`src/kitt_pkg.sv`:
```
// ----------------------------------------------------------------------------
// kitt_pkg
// shared types, codes and widths for the keyed inactivity timeout table
// ----------------------------------------------------------------------------
package kitt_pkg;

    localparam int TABLE_ENTRIES_DEF = 32;

    localparam int CMD_W     = 2;
    localparam int KEY_W     = 32;
    localparam int STATUS_W  = 3;
    localparam int TIMEOUT_W = 16;
    localparam int COUNT_W   = 32;

    // input command codes
    localparam logic [CMD_W-1:0] CMD_USE   = 2'd0;
    localparam logic [CMD_W-1:0] CMD_UNUSE = 2'd1;
    localparam logic [CMD_W-1:0] CMD_TICK  = 2'd2;
    localparam logic [CMD_W-1:0] CMD_NONE  = 2'd3;

    // result status codes
    localparam logic [STATUS_W-1:0] ST_REFRESHED = 3'd0;
    localparam logic [STATUS_W-1:0] ST_ADDED     = 3'd1;
    localparam logic [STATUS_W-1:0] ST_FULL      = 3'd2;
    localparam logic [STATUS_W-1:0] ST_NOTFOUND  = 3'd3;
    localparam logic [STATUS_W-1:0] ST_EXPIRED   = 3'd4;
    localparam logic [STATUS_W-1:0] ST_DONE      = 3'd5;

    // controller to datapath
    typedef struct packed {
        logic start;   // take the input item
        logic step;    // evaluate the current entry and move on
        logic finish;  // emit the final result and commit the update
    } kitt_cmd_t;

    // datapath to controller
    typedef struct packed {
        logic nop;        // input item carries the unused command code
        logic skip_scan;  // input tick with expiry disabled
        logic hit;        // lookup matched the current entry
        logic at_end;     // current entry is the last one
        logic need_push;  // current entry expires while another is pending
        logic out_free;   // output register can take a result this cycle
    } kitt_stat_t;

endpackage

```
`src/kitt_ctrl.sv`:
```
// ----------------------------------------------------------------------------
// kitt_ctrl
// sequencer for accept, table scan and final result of each item
// ----------------------------------------------------------------------------
module kitt_ctrl (
    input  logic               clk,
    input  logic               rst_n,
    input  logic               in_valid,
    output logic               in_ready,
    input  kitt_pkg::kitt_stat_t stat,
    output kitt_pkg::kitt_cmd_t  ctl
);
    import kitt_pkg::*;

    localparam logic [1:0] S_IDLE   = 2'd0;
    localparam logic [1:0] S_SCAN   = 2'd1;
    localparam logic [1:0] S_FINISH = 2'd2;

    logic [1:0] state_reg;
    logic [1:0] state_next;

    always_comb
    begin
        state_next = state_reg;
        ctl        = '0;
        in_ready   = 1'b0;
        unique case (state_reg)
            S_IDLE:
            begin
                in_ready = 1'b1;
                if (in_valid)
                begin
                    ctl.start = 1'b1;
                    priority if (stat.nop)
                        state_next = S_IDLE;
                    else if (stat.skip_scan)
                        state_next = S_FINISH;
                    else
                        state_next = S_SCAN;
                end
            end
            S_SCAN:
            begin
                // hold while an earlier expiry cannot be handed out yet
                if (!(stat.need_push && !stat.out_free))
                begin
                    ctl.step = 1'b1;
                    if (stat.hit || stat.at_end)
                        state_next = S_FINISH;
                end
            end
            S_FINISH:
            begin
                if (stat.out_free)
                begin
                    ctl.finish = 1'b1;
                    state_next = S_IDLE;
                end
            end
            default:
            begin
                state_next = S_IDLE;
            end
        endcase
    end

    always_ff @(posedge clk or negedge rst_n)
    begin
        if (!rst_n)
            state_reg <= S_IDLE;
        else
            state_reg <= state_next;
    end

endmodule

```
`src/kitt_dp.sv`:
```
// ----------------------------------------------------------------------------
// kitt_dp
// key and stamp memories, valid bits, tick counter, scan state and output register
// ----------------------------------------------------------------------------
module kitt_dp #(
    parameter int TABLE_ENTRIES = kitt_pkg::TABLE_ENTRIES_DEF
) (
    input  logic                              clk,
    input  logic                              rst_n,
    input  logic [kitt_pkg::CMD_W-1:0]        cmd,
    input  logic [kitt_pkg::KEY_W-1:0]        key,
    input  logic                              cfg_wr_en,
    input  logic [kitt_pkg::TIMEOUT_W-1:0]    cfg_wr_data,
    output logic                              out_valid,
    input  logic                              out_ready,
    output logic [kitt_pkg::STATUS_W-1:0]     status,
    output logic [kitt_pkg::KEY_W-1:0]        result_key,
    output logic                              last,
    input  kitt_pkg::kitt_cmd_t               ctl,
    output kitt_pkg::kitt_stat_t              stat
);
    import kitt_pkg::*;

    localparam int IDX_W = (TABLE_ENTRIES > 1) ? $clog2(TABLE_ENTRIES) : 1;
    localparam logic [IDX_W-1:0] IDX_LAST = IDX_W'(TABLE_ENTRIES - 1);

    // memories
    logic [KEY_W-1:0]   key_mem   [TABLE_ENTRIES];
    logic [COUNT_W-1:0] stamp_mem [TABLE_ENTRIES];
    logic [KEY_W-1:0]   rd_key_reg;
    logic [COUNT_W-1:0] rd_stamp_reg;

    logic               mem_key_we;
    logic               mem_stamp_we;
    logic [IDX_W-1:0]   mem_waddr;

    // control and scan state
    logic [TABLE_ENTRIES-1:0] valid_reg, valid_next;
    logic [IDX_W-1:0]         idx_reg, idx_next;
    logic [COUNT_W-1:0]       now_reg, now_next;
    logic [TIMEOUT_W-1:0]     timeout_reg;
    logic                     hit_reg, hit_next;
    logic [IDX_W-1:0]         hit_idx_reg, hit_idx_next;
    logic                     free_found_reg, free_found_next;
    logic [IDX_W-1:0]         free_idx_reg, free_idx_next;
    logic                     pend_valid_reg, pend_valid_next;
    logic [KEY_W-1:0]         pend_key_reg, pend_key_next;

    // latched item
    logic [CMD_W-1:0]         cmd_reg;
    logic [KEY_W-1:0]         key_reg;

    // output register
    logic                     out_valid_reg, out_valid_next;
    logic [STATUS_W-1:0]      status_reg, status_next;
    logic [KEY_W-1:0]         rkey_reg, rkey_next;
    logic                     last_reg, last_next;
    logic                     out_load;

    logic                     is_tick;
    logic                     cur_valid;
    logic                     cur_hit;
    logic                     cur_exp;
    logic [COUNT_W-1:0]       age;

    assign is_tick   = (cmd_reg == CMD_TICK);
    assign cur_valid = valid_reg[idx_reg];
    assign cur_hit   = !is_tick && cur_valid && (rd_key_reg == key_reg);
    assign age       = now_reg - rd_stamp_reg;
    assign cur_exp   = is_tick && cur_valid && (age >= COUNT_W'(timeout_reg));

    assign stat.nop       = (cmd == CMD_NONE);
    assign stat.skip_scan = (cmd == CMD_TICK) && (timeout_reg == '0);
    assign stat.hit       = cur_hit;
    assign stat.at_end    = (idx_reg == IDX_LAST);
    assign stat.need_push = cur_exp && pend_valid_reg;
    assign stat.out_free  = !out_valid_reg || out_ready;

    always_comb
    begin
        idx_next        = idx_reg;
        now_next        = now_reg;
        valid_next      = valid_reg;
        hit_next        = hit_reg;
        hit_idx_next    = hit_idx_reg;
        free_found_next = free_found_reg;
        free_idx_next   = free_idx_reg;
        pend_valid_next = pend_valid_reg;
        pend_key_next   = pend_key_reg;
        out_load        = 1'b0;
        status_next     = status_reg;
        rkey_next       = rkey_reg;
        last_next       = last_reg;
        mem_key_we      = 1'b0;
        mem_stamp_we    = 1'b0;
        mem_waddr       = hit_idx_reg;

        if (ctl.start)
        begin
            idx_next        = '0;
            hit_next        = 1'b0;
            free_found_next = 1'b0;
            pend_valid_next = 1'b0;
            if (cmd == CMD_TICK)
                now_next = now_reg + 1'b1;
        end

        if (ctl.step)
        begin
            if (!stat.at_end)
                idx_next = idx_reg + 1'b1;
            if (cur_hit)
            begin
                hit_next     = 1'b1;
                hit_idx_next = idx_reg;
            end
            if (!is_tick && !cur_valid && !free_found_reg)
            begin
                free_found_next = 1'b1;
                free_idx_next   = idx_reg;
            end
            if (cur_exp)
            begin
                valid_next[idx_reg] = 1'b0;
                pend_valid_next     = 1'b1;
                pend_key_next       = rd_key_reg;
                // previous expiry goes out, it is not the final one
                if (pend_valid_reg)
                begin
                    out_load    = 1'b1;
                    status_next = ST_EXPIRED;
                    rkey_next   = pend_key_reg;
                    last_next   = 1'b0;
                end
            end
        end

        if (ctl.finish)
        begin
            out_load  = 1'b1;
            last_next = 1'b1;
            rkey_next = key_reg;
            unique case (cmd_reg)
                CMD_USE:
                begin
                    if (hit_reg)
                    begin
                        status_next  = ST_REFRESHED;
                        mem_stamp_we = 1'b1;
                        mem_waddr    = hit_idx_reg;
                    end
                    else if (free_found_reg)
                    begin
                        status_next              = ST_ADDED;
                        mem_stamp_we             = 1'b1;
                        mem_key_we               = 1'b1;
                        mem_waddr                = free_idx_reg;
                        valid_next[free_idx_reg] = 1'b1;
                    end
                    else
                    begin
                        status_next = ST_FULL;
                    end
                end
                CMD_UNUSE:
                begin
                    if (hit_reg)
                    begin
                        status_next             = ST_REFRESHED;
                        valid_next[hit_idx_reg] = 1'b0;
                    end
                    else
                    begin
                        status_next = ST_NOTFOUND;
                    end
                end
                CMD_TICK:
                begin
                    if (pend_valid_reg)
                    begin
                        status_next = ST_EXPIRED;
                        rkey_next   = pend_key_reg;
                    end
                    else
                    begin
                        status_next = ST_DONE;
                        rkey_next   = '0;
                    end
                end
                default:
                begin
                    status_next = ST_DONE;
                end
            endcase
        end

        if (out_load)
            out_valid_next = 1'b1;
        else if (out_ready)
            out_valid_next = 1'b0;
        else
            out_valid_next = out_valid_reg;
    end

    // read address is taken from idx_next so the registered read data always matches idx_reg
    always_ff @(posedge clk)
    begin
        if (mem_key_we)
            key_mem[mem_waddr] <= key_reg;
        if (mem_stamp_we)
            stamp_mem[mem_waddr] <= now_reg;
        rd_key_reg   <= key_mem[idx_next];
        rd_stamp_reg <= stamp_mem[idx_next];
    end

    always_ff @(posedge clk or negedge rst_n)
    begin
        if (!rst_n)
        begin
            valid_reg      <= '0;
            idx_reg        <= '0;
            now_reg        <= '0;
            timeout_reg    <= '0;
            hit_reg        <= 1'b0;
            free_found_reg <= 1'b0;
            pend_valid_reg <= 1'b0;
            out_valid_reg  <= 1'b0;
        end
        else
        begin
            valid_reg      <= valid_next;
            idx_reg        <= idx_next;
            now_reg        <= now_next;
            hit_reg        <= hit_next;
            free_found_reg <= free_found_next;
            pend_valid_reg <= pend_valid_next;
            out_valid_reg  <= out_valid_next;
            if (cfg_wr_en)
                timeout_reg <= cfg_wr_data;
        end
    end

    always_ff @(posedge clk)
    begin
        if (ctl.start)
        begin
            cmd_reg <= cmd;
            key_reg <= key;
        end
        hit_idx_reg  <= hit_idx_next;
        free_idx_reg <= free_idx_next;
        pend_key_reg <= pend_key_next;
        status_reg   <= status_next;
        rkey_reg     <= rkey_next;
        last_reg     <= last_next;
    end

    assign out_valid  = out_valid_reg;
    assign status     = status_reg;
    assign result_key = rkey_reg;
    assign last       = last_reg;

endmodule

```
`src/keyed_inactivity_timeout_table.sv`:
```
// ----------------------------------------------------------------------------
// keyed_inactivity_timeout_table: use/unuse key table with tick-driven expiry
// use/unuse: one entry scanned per cycle, early stop on a key match; the next
//   item is taken only after the result of the last one is loaded
// tick: scans every entry, stalls on output backpressure; no scan if timeout is 0
// reset clears valid bits, tick counter and timeout; no memory clearing pass
// ----------------------------------------------------------------------------
module keyed_inactivity_timeout_table #(
    parameter int TABLE_ENTRIES = kitt_pkg::TABLE_ENTRIES_DEF
) (
    input  logic                           clk,
    input  logic                           rst_n,
    // input items
    input  logic                           in_valid,
    output logic                           in_ready,
    input  logic [kitt_pkg::CMD_W-1:0]     cmd,
    input  logic [kitt_pkg::KEY_W-1:0]     key,
    // result items
    output logic                           out_valid,
    input  logic                           out_ready,
    output logic [kitt_pkg::STATUS_W-1:0]  status,
    output logic [kitt_pkg::KEY_W-1:0]     result_key,
    output logic                           last,
    // timeout register write
    input  logic                           cfg_wr_en,
    input  logic [kitt_pkg::TIMEOUT_W-1:0] cfg_wr_data
);
    import kitt_pkg::*;

    // the scan walks the key and stamp memories one entry per cycle unless
    // stalled; the memory read port paces both lookups and ticks
    //
    // lookup items keep the lowest free slot seen so a new key can be
    // placed without a second pass
    //
    // expiries on a tick are held one deep so the final one can carry
    // last; the scan stalls only while the output register is still full

    kitt_cmd_t  ctl;
    kitt_stat_t stat;

    // sequencer: idle, scan, finish
    kitt_ctrl u_ctrl (
        .clk      (clk),
        .rst_n    (rst_n),
        .in_valid (in_valid),
        .in_ready (in_ready),
        .stat     (stat),
        .ctl      (ctl)
    );

    // table storage, counter and result register
    kitt_dp #(
        .TABLE_ENTRIES (TABLE_ENTRIES)
    ) u_dp (
        .clk         (clk),
        .rst_n       (rst_n),
        .cmd         (cmd),
        .key         (key),
        .cfg_wr_en   (cfg_wr_en),
        .cfg_wr_data (cfg_wr_data),
        .out_valid   (out_valid),
        .out_ready   (out_ready),
        .status      (status),
        .result_key  (result_key),
        .last        (last),
        .ctl         (ctl),
        .stat        (stat)
    );

endmodule

```
`config.mk`:
```
export PLATFORM = sky130hd
export DESIGN_NAME = keyed_inactivity_timeout_table
export DESIGN_NICKNAME = d
export VERILOG_FILES = /design/src/kitt_pkg.sv /design/src/kitt_ctrl.sv /design/src/kitt_dp.sv /design/src/keyed_inactivity_timeout_table.sv
export SDC_FILE = /design/constraint.sdc
export NUM_CORES = 2
export LEC_CHECK = 0
export ABC_CLOCK_PERIOD_IN_PS = 21700
export BUFFER_PORTS_ARGS = -buffer_cell sky130_fd_sc_hd__buf_2
export CAP_MARGIN = 10
export CELL_PAD_IN_SITES_DETAIL_PLACEMENT = 1
export CELL_PAD_IN_SITES_GLOBAL_PLACEMENT = 1
export CORE_UTILIZATION = 55
export DETAILED_ROUTE_END_ITERATION = 10
export PLACE_DENSITY_LB_ADDON = 0.1
export RECOVER_POWER = 100
export SLEW_MARGIN = 30
export SYNTH_ARGS = -nofsm -noshare
export SYNTH_HDL_FRONTEND = slang
export SYNTH_HIERARCHICAL = 1
export SYNTH_SLANG_ARGS = --single-unit
```
`constraint.sdc`:
```
create_clock -name clk -period 21.7 [get_ports clk]
set_input_delay 4.34 -clock clk [delete_from_list [all_inputs] [get_ports clk]]
set_output_delay 4.34 -clock clk [all_outputs]
set_load 0.03 [all_outputs]
```
==> impl_metrics.tcl <==
set metrics [dict create \
    drive_above_1_share 0.06768 \
    grt_setup_unrepaired "false" \
    cp.required_ns 22.44 \
    ys_async_sr_fraction 0.03931 \
    r2r_start "u_dp/now_reg[3]$_DFFE_PN0P_" \
    overflow 0 \
    place_hpwl_mm 147.7 \
    syn_nets 7403 \
    routed_wl_mm 294.3 \
    synthesis.area_mm2 0.09333 \
    startpoint "u_dp/now_reg[3]$_DFFE_PN0P_" \
    slew_headroom -1.891 \
    grt_antenna_before_repair 2 \
    start_util 0.5563 \
    drt-pass1-iter-count 5 \
    ys.flop_type "edfxtp_1" \
    worstPathArrival_ns 16.89 \
    die_w_um 413.9 \
    first_global_vias 65467 \
    clock_skew_ns 0.02990 \
    synth_area_leaders "edfxtp_1 (69%), nand2_1 (9.2%), a311oi_1 (4.2%), nand3_1 (3.0%), dfrtp_1 (2.4%)" \
    cp-end-kind "flop" \
    syn_avg_cell_area_um2 12.80 \
    slowest_stage "o21ai_0" \
    slew_viol_final 3400 \
    crit_fanout 68 \
    rows 150 \
    synthDistinctLibCells 74 \
    yosysTopAreaCell "edfxtp_1" \
    vias 63227 \
    pwr_density_cell_mw_per_mm2 138.9 \
    synth_top_area_share 0.6946 \
    grt_usage 0.3412 \
    cts_tree "yes" \
    fin_hold_ws_ns 0.4608 \
    num_io_pins 93 \
    synth_most_common_cell "nand2_1" \
    yosys_warnings 6 \
    grt_pass1_wl_mm 427.2 \
    netlist_instances 7294 \
    hold_violations 0 \
    worst_path_most_repeated_cell "clkbuf_1" \
    stdcell_count 9698 \
    ys_ff_latch 2315 \
    maxCapViolCount 101 \
    cts_sinks 2315 \
    h-tree-depth 4 \
    setup_viol 0 \
    fin_tns_setup_ns 0 \
    hold_start "u_dp/rd_key_reg[27]$_DFF_P_" \
    insertion_delay_ns 0.87 \
    hold_class "reg2reg" \
    die_area_mm2 0.1713 \
    cts_hold_buf 0 \
    viasPerCell 6.520 \
    cts-root-buf "clkbuf_16" \
    postCtsSetupBuffers 0 \
    syn2layout_area_growth_pct 10.83 \
    layout.nets 7402 \
    timing.fmax_mhz 61.91 \
    crit_path_start_kind "flop" \
    p_leak_nw 35.92 \
    cts-resized-gates 0 \
    cts_buffers 226 \
    utilization 0.6165 \
    synth_edf_count 2159 \
    grt_max_degree 200 \
    cpPeakStageDelay_ns 3.17 \
    drc 0 \
    dp.cells 9267 \
    numPortBuffers 92 \
    core-area_mm2 0.1678 \
    cts_buffer_depth 3 \
    worst_slew_pin_slew_ns 4.336 \
    clk_pin_slew_ns 0.06 \
    ant_nets 0 \
    outcome "finished with violations" \
    synth_common_cells "nand2_1 (2280), edfxtp_1 (2159), nand3_1 (562)" \
    failed_checks "max-capacitance violations, max-slew violations" \
    min_period_over_period 0.7444 \
    die_h_um 413.9 \
    drt_iter0_markers 7467 \
    critPathKind "reg2reg" \
    period_needed_ns 16.15 \
    ir_drop_mv 0.1203 \
    routabilityCongestion 0.8880 \
    wl_per_cell_um 30.35 \
    largestRegisters "u_dp/key_mem (1024), u_dp/stamp_mem (1024)" \
    synth_seq_area_share 0.7330 \
]
worst max-delay path, delay by kind of cell, from the launching register on:
kind | cells | cell delay, ns
flip-flops | 1 | 1.08
XOR/XNOR | 1 | 0.14
AND/OR/NAND/NOR | 11 | 2.73
AO/OA/AOI/OAI | 9 | 6.05
adder cells (fa/ha/maj) | 2 | 0.70
buffers and inverters | 4 | 5.17
cell families after synthesis:
family | share of synthesized area
buf+inv | 0.02239
compound gates | 0.07259
xor+xnor | 0.007883
simple gates | 0.1537
fa+ha+maj | 0.007320
mux | 0.003164
flops | 0.7330
stage by stage:
stage                     power [mW]  area, um2  worst slack, ns
after floorplan                8.787      93330            12.74
after global placement         10.22      96580            10.71
after detailed placement       10.42      96650            10.50
after CTS                      14.37     104000            10.36
after global routing           14.99     103400            5.084
final                          14.37     103400            5.547
metal layers:
metal	up-vias	wire length, um	share of wire	track usage
met1	32633	113400	0.39	0.4437
met5	-	0	0	0
met4	0	13130	0.045	0.1446
li1	26926	-	-	-
met2	2951	146000	0.50	0.5783
met3	717	21720	0.074	0.04517
placed cells by master, fill, tap and decap left out, types with 37 or more instances in the layout:
| cell | instances |
|---|---|
| nor2_4 | 55 |
| and3_1 | 274 |
| clkbuf_16 | 230 |
| a21oi_1 | 149 |
| nor2_1 | 77 |
| o31ai_1 | 67 |
| clkinv_2 | 37 |
| a31oi_1 | 70 |
| dfrtp_1 | 91 |
| nand3_1 | 562 |
| clkbuf_1 | 229 |
| buf_2 | 44 |
| inv_1 | 69 |
| xnor2_1 | 50 |
| o21ai_0 | 73 |
| nand2_1 | 2280 |
| dfxtp_1 | 65 |
| edfxtp_1 | 2159 |
| a311oi_1 | 449 |
| ha_1 | 53 |
path summary, 6_finish.rpt:
kind	slack (ns)	to	cells after the start
hold / removal	0.46	u_dp/pend_key_reg[27]$_DFFE_PP_	0
setup / recovery	5.55	u_dp/rd_key_reg[9]$_DFF_P_	27
min in group asynchronous	4.33	u_dp/timeout_reg[9]$_DFFE_PN0P_	1
setup reg to reg	5.55	u_dp/rd_key_reg[9]$_DFF_P_	27
max in group asynchronous	13.55	u_dp/valid_reg[22]$_DFF_PN0_	2
hold reg to reg	0.46	u_dp/pend_key_reg[27]$_DFFE_PP_	0
where the power goes:
group | internal [mW] | switching [mW] | leakage, nW
clock network | 2.24 | 1.69 | 3.62
registers | 5.15 | 0.160 | 21.0
logic | 1.52 | 3.61 | 11.3
final cells by class:
type                    instances  area, um2
multi-input cells            4428      23290
repair buffers                249       1304
diodes                          3      7.507
clock buffers                 327       6420
fillers                     16141      64350
flip-flops and latches       2315      68410
well taps                    2204       2758
inverters                      73      291.5
clock inverters                99      953.4
Note: power is estimated with default switching activity, not from simulation.
